$ cat src/rtl/core/ffha_ram.sv
// ----------------------------------------------------------------------------
// Generic simple dual-port RAM
// One write port and one read port with registered read data.
// ----------------------------------------------------------------------------
module ffha_ram #(
  parameter int unsigned Width = 8,
  parameter int unsigned Depth = 16
) (
  input  logic                     clk_i,
  input  logic                     we_i,
  input  logic [$clog2(Depth)-1:0] waddr_i,
  input  logic [Width-1:0]         wdata_i,
  input  logic [$clog2(Depth)-1:0] raddr_i,
  output logic [Width-1:0]         rdata_o
);

  logic [Width-1:0] mem_q [Depth];
  logic [Width-1:0] rdata_q;

  // Write port and registered read port.
  always_ff @(posedge clk_i) begin
    if (we_i) begin
      mem_q[waddr_i] <= wdata_i;
    end
    rdata_q <= mem_q[raddr_i];
  end

  assign rdata_o = rdata_q;

endmodule

$ cat config.mk
export PLATFORM = sky130hd
export DESIGN_NAME = ffha_ram
export DESIGN_NICKNAME = d
export VERILOG_FILES = /design/src/rtl/core/ffha_ram.sv
export SDC_FILE = /design/constraint.sdc
export NUM_CORES = 1
export LEC_CHECK = 0
export BUFFER_PORTS_ARGS = -buffer_cell sky130_fd_sc_hd__buf_2
export CORE_ASPECT_RATIO = 1.75
export CORE_UTILIZATION = 50
export DETAILED_ROUTE_END_ITERATION = 8
export GPL_TIMING_DRIVEN = 0
export PLACE_DENSITY = 0.68
export SYNTH_ARGS = -nofsm -noshare
export SYNTH_HDL_FRONTEND = slang
export SYNTH_SLANG_ARGS = --single-unit
$ cat constraint.sdc
create_clock -name clk_i -period 1.8 [get_ports clk_i]
set_clock_uncertainty 0.1 [all_clocks]
set_input_delay 0.27 -clock clk_i [delete_from_list [all_inputs] [get_ports clk_i]]
set_output_delay 0.27 -clock clk_i [all_outputs]
set_load 0.02 [all_outputs]
* After elaboration in Yosys (flattened, before gate mapping)
Memories as Yosys holds them, arrays and structs flattened. A register that Yosys moved wholly into a read port is not among the register bits. Index checks and enable logic that the tools add are counted.
Storage, ports and cells: bits in registers 0, latch bits 0, RAM bits 128, ROM bits 0, bits of input ports 18, logic and storage cells 3, memories 1
Memory list:
- mem_q | depth 16, width 8, rd ports 1, clocked after Yosys merged registers in 1, wr ports 1, RTL line 17 | logic [Width-1:0] mem_q [Depth];
Operators by class: add/sub/neg operators 0, multipliers 0, divide/modulo/power cells 0, magnitude comparators 0, equal/unequal tests 0, shifts and indexed selects 0, mux-type cells 2, bitwise gates (word level) 0, reductions and logical operators 0
Operators with widths (number):
- 1-bit 2-to-1 mux | 2

* Depth between registers and ports, before layout
Gate-level depths: netlist (run 1).
word-level depth 2, depth in mapped cells 5, gate-level depth less buffers 3

* Worst setup path after synthesis (run 1)
No wires, ideal clock.
kind input to register, start point input port waddr_i[2], end point memory mem_q[0][0], enable pin, setup time 0.383 ns, arrival 1.380 ns, slack -0.063 ns, stages 2, cells stage by stage or3b_2 > nor3_1
RTL lines:
- start, declared | RTL line 11 | input logic [$clog2(Depth)-1:0] waddr_i,
- end, declared | RTL line 17
Straight into the memory's write port.

* Worst setup path in the final report (run 1)
start point input port waddr_i[2], end point memory mem_q[2][3], enable pin
Straight into the memory's write port.

==> reports/qor.csv, run 1 <==
stage,metric,value,unit
status,status,"finished, final reports clean",
drt,drc_errors,0,
layout,nets,290,
cts,clk_path_buf_depth,2,
yosys,synth_fp_nets,247,
floorplanning,die-area,0.0107,sq mm
power_and_ir_drop,vdd_ir_drop_max,1.08,mV
drt,vias_per_cell,5.61,
floorplanning,fp.dieH,136,um
yosys,ys_types,19,
yosys,seq_area_frac_synth,77.8,%
place,numPortBuffers,24,
cts,cts_resized,0,
cts,cts-root-buf,clkbuf_16,
cts,cts_hold_buffers,0,
sta,rsz0062_at_grt,false,
grt,grt_pass1_wl,14.3,mm
yosys,synthArstFlopShare,0,%
power_and_ir_drop,report.power.total,0.00717,W
place,dp_hpwl,6.30,mm
cts,cts_tree,yes,
cts,cts_max_level,4,
place,gp_congestion,0.799,
grt,antenna_found_initial,0,
worst_setup_path,worstSetupPathType,in2reg,
cts,clock_sinks,136,
drt,drt_iter0_markers,214,
power_and_ir_drop,pwr_density_cell,1190,mW/mm^2
drt,drt-pass1-iter-count,4,
yosys,synth.top_cells.by_area,"edfxtp_1, mux4_2, mux4_1, dfxtp_1, a22oi_1",
hold_path,hold_path_class,in2reg,
yosys,synth_seq_cells,136,
yosys,synth-main-ff-cell,edfxtp_1,
floorplanning,start_util,51.9,%
sta,drv_slew,0,
yosys,ys_warn_count,0,
grt,grt_usage,20.1,%
worst_setup_path,cp-end-kind,flip-flop,
drt,post_drt_wl_per_cell,23.0,um
floorplanning,core_area,0.00991,sq mm
cts,cts_made_buffers,17,
layout,stdcell_count,410,
cts,clk_latency,0.41,ns
sta,tightest_slew,1.27,ns
drt,ant_nets,0,
floorplanning,die_x,78.7,um
grt,grt_pass1_vias,2386,
yosys,synth_cells,229,
grt,grt_max_degree,17,
worst_setup_path,cp.required,1.73,ns
layout,final_cell_mix,"edfxtp_1, buf_2, mux4_2",
sta,hold_ws,0.161,ns
layout,syn_to_final_growth,16.6,%
worst_setup_path,worst-path-max-fanout,8,
yosys,syn_area_per_cell,22.5,sq um
grt,grt-ovfl-total,0,
layout,diodes,0,
cts,path_clk_slew,0.05,ns
power_and_ir_drop,leakagePower,2.01,nW
layout,drive_gt1_share,29.5,%
yosys,synth-edff-count,128,
sta,setup_violations,0,
worst_setup_path,worst_ep_arrival_time,1.54,ns
floorplanning,num_rows,48,
sta,slew_headroom,14.7,%
sta,fin_crit,1.61,ns
drt,vias,2301,
yosys,synth_top_area_cell,edfxtp_1,
worst_setup_path,critical_path.startpoint_type,input port,
floorplanning,io_pins,26,
yosys,syn-cell-area,0.00515,sq mm
job,max_cap_viol_count,0,
sta,hold_viol,0,
layout,final_common_cell,edfxtp_1,
cts,post-cts-setup-buffer-count,0,
drt,finalWirelength,9.42,mm
sta,max_freq,622,MHz
yosys,yosysTopAreaCellShare,74.7,%
place,post-place-cells,378,
sta,period_share,89.3,%
## report_power, final
part           internal [W]  switching, W
registers           0.00354     0.0000158
clock network       0.00202       0.00124
logic              0.000141      0.000214
## kinds of logic (layout without fill, tap and decap cells)
kind of cell           Yosys count  count (layout)  synth area share (%)
buffers and inverters           10              66                  1.68
AOI/OAI and AO/OA               16              16                  2.33
DFF                            136             136                  77.8
muxes                           32              32                  15.0
and+or+nand+nor                 35              35                  3.18
## stage by stage
stage	area [sq um]	setup TNS, ns	utilization (%)	worst slack, ns
floorplan	5150	0	-	0.164
global placement	5430	-15.05	54.8	-0.338
detailed placement	5430	-15.47	54.8	-0.405
CTS	5990	0	60.5	0.0295
global route	6000	0	60.6	0.0862
finish	6000	0	60.6	0.193
## path summary, 6_finish.rpt
kind                                from                     end  slack (ns)  cells after the start
setup reg to reg   mem_q[0][2]$_DFFE_PP_      rdata_o[2]$_DFF_P_        0.23                      3
hold reg to reg   mem_q[14][1]$_DFFE_PP_      rdata_o[1]$_DFF_P_        0.58                      3
setup / recovery              waddr_i[2]   mem_q[2][3]$_DFFE_PP_        0.19                      3
hold / removal                wdata_i[5]  mem_q[12][5]$_DFFE_PP_        0.16                      1
## state kept, by name, summed over array words and instances (netlist names)
register and count:
mem_q 128, rdata_o 8
## layout make-up
class / count / area, sq um
buffer: 10 / 86.3
multi-input combinational: 83 / 1070
sequential: 136 / 4000
clock buffer: 18 / 429
clock inverter: 14 / 133
fill: 708 / 3910
tap: 125 / 156
timing repair buffer: 24 / 120
## layer usage
metal | track usage (%) | part of all wire, % | vias to the layer above
met3 | 5.37 | 3.7 | 11
met1 | 24.2 | 39 | 1174
met4 | 8.54 | 1.8 | 0
li1 | - | - | 1058
met5 | 0 | 0 | -
met2 | 34.0 | 56 | 58
## synth_stat cells (2+ instances only)
master	count
nand2_1	9
clkdlybuf4s25_2	3
buf_2	3
dfxtp_1	8
nor3_1	4
a22oi_1	16
edfxtp_1	128
nor2_1	13
mux4_2	18
nand3b_1	2
buf_6	3
mux4_1	14
nand2b_1	2
## critical path: stages
cell and delay, ns:
buf_2 0.12, or3b_2 0.52, nor2_1 0.63
No activity file was read; power rests on OpenSTA's default activity.
==> run 2: changes to the inputs <==
==> config.mk (replaced) <==
export PLATFORM = sky130hd
export DESIGN_NAME = ffha_ram
export DESIGN_NICKNAME = d
export VERILOG_FILES = /design/src/rtl/core/ffha_ram.sv
export SDC_FILE = /design/constraint.sdc
export NUM_CORES = 1
export LEC_CHECK = 0
export CORE_ASPECT_RATIO = 1.75
export CORE_UTILIZATION = 50
export DETAILED_ROUTE_END_ITERATION = 8
export DONT_BUFFER_PORTS = 1
export GPL_TIMING_DRIVEN = 0
export PLACE_DENSITY = 0.66
export SYNTH_ARGS = -nofsm -noshare
export SYNTH_HDL_FRONTEND = slang
export SYNTH_SLANG_ARGS = --single-unit
==> run 2 against run 1 <==
Compared with the run above:
- worst setup slack worse by 0.036 ns
- power up 7.0%
- wire length grew 1.3%
- largest cell class unchanged
- via count rose by 0.43%
- critical endpoint is now mem_q[8][6]$_DFFE_PP_
- hold slack got worse by 0.12 ns
- highest routed layer unchanged
- critical path type unchanged
- largest power group is now the clock network
- cell area grew 0.65%
==> reports/qor.csv, run 2 (synthesis gave the netlist of run 1 again) <==
stage,metric,value,unit
status,status,"finished, final reports clean",
layout,largest_register_ffs,128,
floorplanning,core_area,0.00991,sq mm
drt,post_drt_wl_per_cell,24.2,um
layout,diodes,0,
sta,drv_slew,0,
place,gp_congestion,0.808,
worst_setup_path,worst_r2r_path_depth,3,
layout,stdcell_count,394,
layout,final_cell_area,0.00604,sq mm
grt,grt_usage,20.0,%
worst_setup_path,cp-end-kind,flip-flop,
drt,drt_iter0_markers,161,
layout,final_common_cell,edfxtp_1,
floorplanning,die_x,78.7,um
place,place_area,0.00531,sq mm
cts,cts_max_level,4,
layout,syn_to_final_growth,17.3,%
hold_path,hold_path_class,in2reg,
place,post-place-cells,354,
cts,path_clk_slew,0.06,ns
worst_setup_path,critical_path.startpoint_type,input port,
hold_path,min_path_cells,1,
grt,grt_pass1_wl,14.3,mm
grt,busiest_layer,met2,
sta,period_share,91.2,%
cts,cts-root-buf,clkbuf_16,
sta,setup_violations,0,
worst_setup_path,cpPeakStageDelay,1.06,ns
sta,rsz0062_at_grt,false,
layout,nets,274,
floorplanning,die-area,0.0107,sq mm
sta,hold_viol,0,
power_and_ir_drop,vdd_ir_drop_max,0.911,mV
drt,vias_per_cell,5.87,
drt,drc_errors,0,
power_and_ir_drop,leakagePower,1.98,nW
drt,ant_nets,0,
cts,clk_path_buf_depth,2,
cts,post-cts-setup-buffer-count,0,
grt,antenna_found_initial,0,
floorplanning,io_pins,26,
floorplanning,start_util,51.9,%
sta,tightest_slew,1.35,ns
cts,cts_made_buffers,17,
grt,grtUsageMet2,34.0,%
worst_setup_path,worst_ep_arrival_time,1.56,ns
power_and_ir_drop,pwr_density_cell,1270,mW/mm^2
worst_setup_path,worstSetupPathType,in2reg,
layout,num-fill-cells,695,
grt,grt_pass1_vias,2424,
place,dp_hpwl,6.24,mm
cts,clock_sinks,136,
sta,hold_ws,0.0384,ns
sta,max_freq,609,MHz
drt,finalWirelength,9.54,mm
grt,grt_use_met3,4.90,%
drt,vias,2311,
cts,clk_latency,0.41,ns
grt,grt_max_degree,17,
floorplanning,num_rows,48,
layout,drive_gt1_share,22.7,%
worst_setup_path,cp.depth,2,
cts,cts_tree,yes,
sta,slew_headroom,9.11,%
sta,fin_crit,1.64,ns
grt,grt_util_met1,24.3,%
worst_setup_path,crit_family,simple AND/OR/NAND/NOR gates,
worst_setup_path,cp_num_buf_inv,0,
worst_setup_path,cp.required,1.72,ns
worst_setup_path,worst-path-max-fanout,8,
worst_setup_path,crit_chain,"nand3b_1, nor3_1",
layout,regMostFlops,mem_q,
layout,final_cell_mix,"edfxtp_1, mux4_2, clkbuf_16",
drt,drt-pass1-iter-count,4,
place,numPortBuffers,0,
worst_setup_path,slowest_stage,nor3_1,
grt,grt-ovfl-total,0,
floorplanning,fp.dieH,136,um
job,max_cap_viol_count,0,
## run 2: cell count changes in the layout (fill, tap and decap cells not counted)
cell | before | now
buf_2 | 27 | 3
bufinv_16 | 2 | 5
clkinv_1 | 3 | 0
clkinv_2 | 4 | 1
clkinvlp_4 | 2 | 3
dlygate4sd3_1 | 0 | 8
inv_6 | 1 | 3
nor3_1 | 1 | 3
nor3_2 | 3 | 1
## run 2: stage by stage
stage                     setup WS [ns]  setup TNS [ns]  utilization, %  power [W]
after floorplan                   0.164               0               -    0.00383
after global placement           -0.229           -8.40            53.6    0.00389
after detailed placement         -0.282           -8.43            53.6    0.00390
after CTS                         0.149               0            60.9    0.00772
after global routing             0.0985               0            60.9    0.00786
final                             0.158               0            60.9    0.00767
## run 2: worst paths after layout
| kind | startpoint | to | slack, ns |
|---|---|---|---|
| worst max register to register | mem_q[0][1]$_DFFE_PP_ | rdata_o[1]$_DFF_P_ | 0.22 |
| worst min-delay path | waddr_i[0] | mem_q[0][2]$_DFFE_PP_ | 0.04 |
| worst max-delay path | waddr_i[2] | mem_q[8][6]$_DFFE_PP_ | 0.16 |
| worst min register to register | mem_q[12][3]$_DFFE_PP_ | rdata_o[3]$_DFF_P_ | 0.59 |
## run 2: metal layers
layer,wire length (um),vias up
met3,425,20
met1,3720,1194
met2,5150,70
met4,238,0
li1,-,1027
met5,0,-
## run 2: what timing repair did
action | in CTS | in global routing
gates resized for setup | 0 | 0
hold buffers | 8 | 0
setup endpoints to repair | 0 | 0
endpoints found under the hold margin | 128 | 0
## run 2: cell type report
cell class	count	area, sq um	area share [%]
sequential	136	4000	66.3
multi-input combinational	83	1060	17.6
clock buffer	18	429	7.11
clock inverter	14	221	3.67
tap	125	156	2.59
buffer	10	86.3	1.43
timing repair buffer	8	80.1	1.33
## run 2: where the power goes
part	switching (W)	leakage (nW)	internal [W]
clock network	0.00131	0.308	0.00247
logic	0.000172	0.453	0.000127
registers	0.0000457	1.22	0.00354
total	0.00153	1.98	0.00614
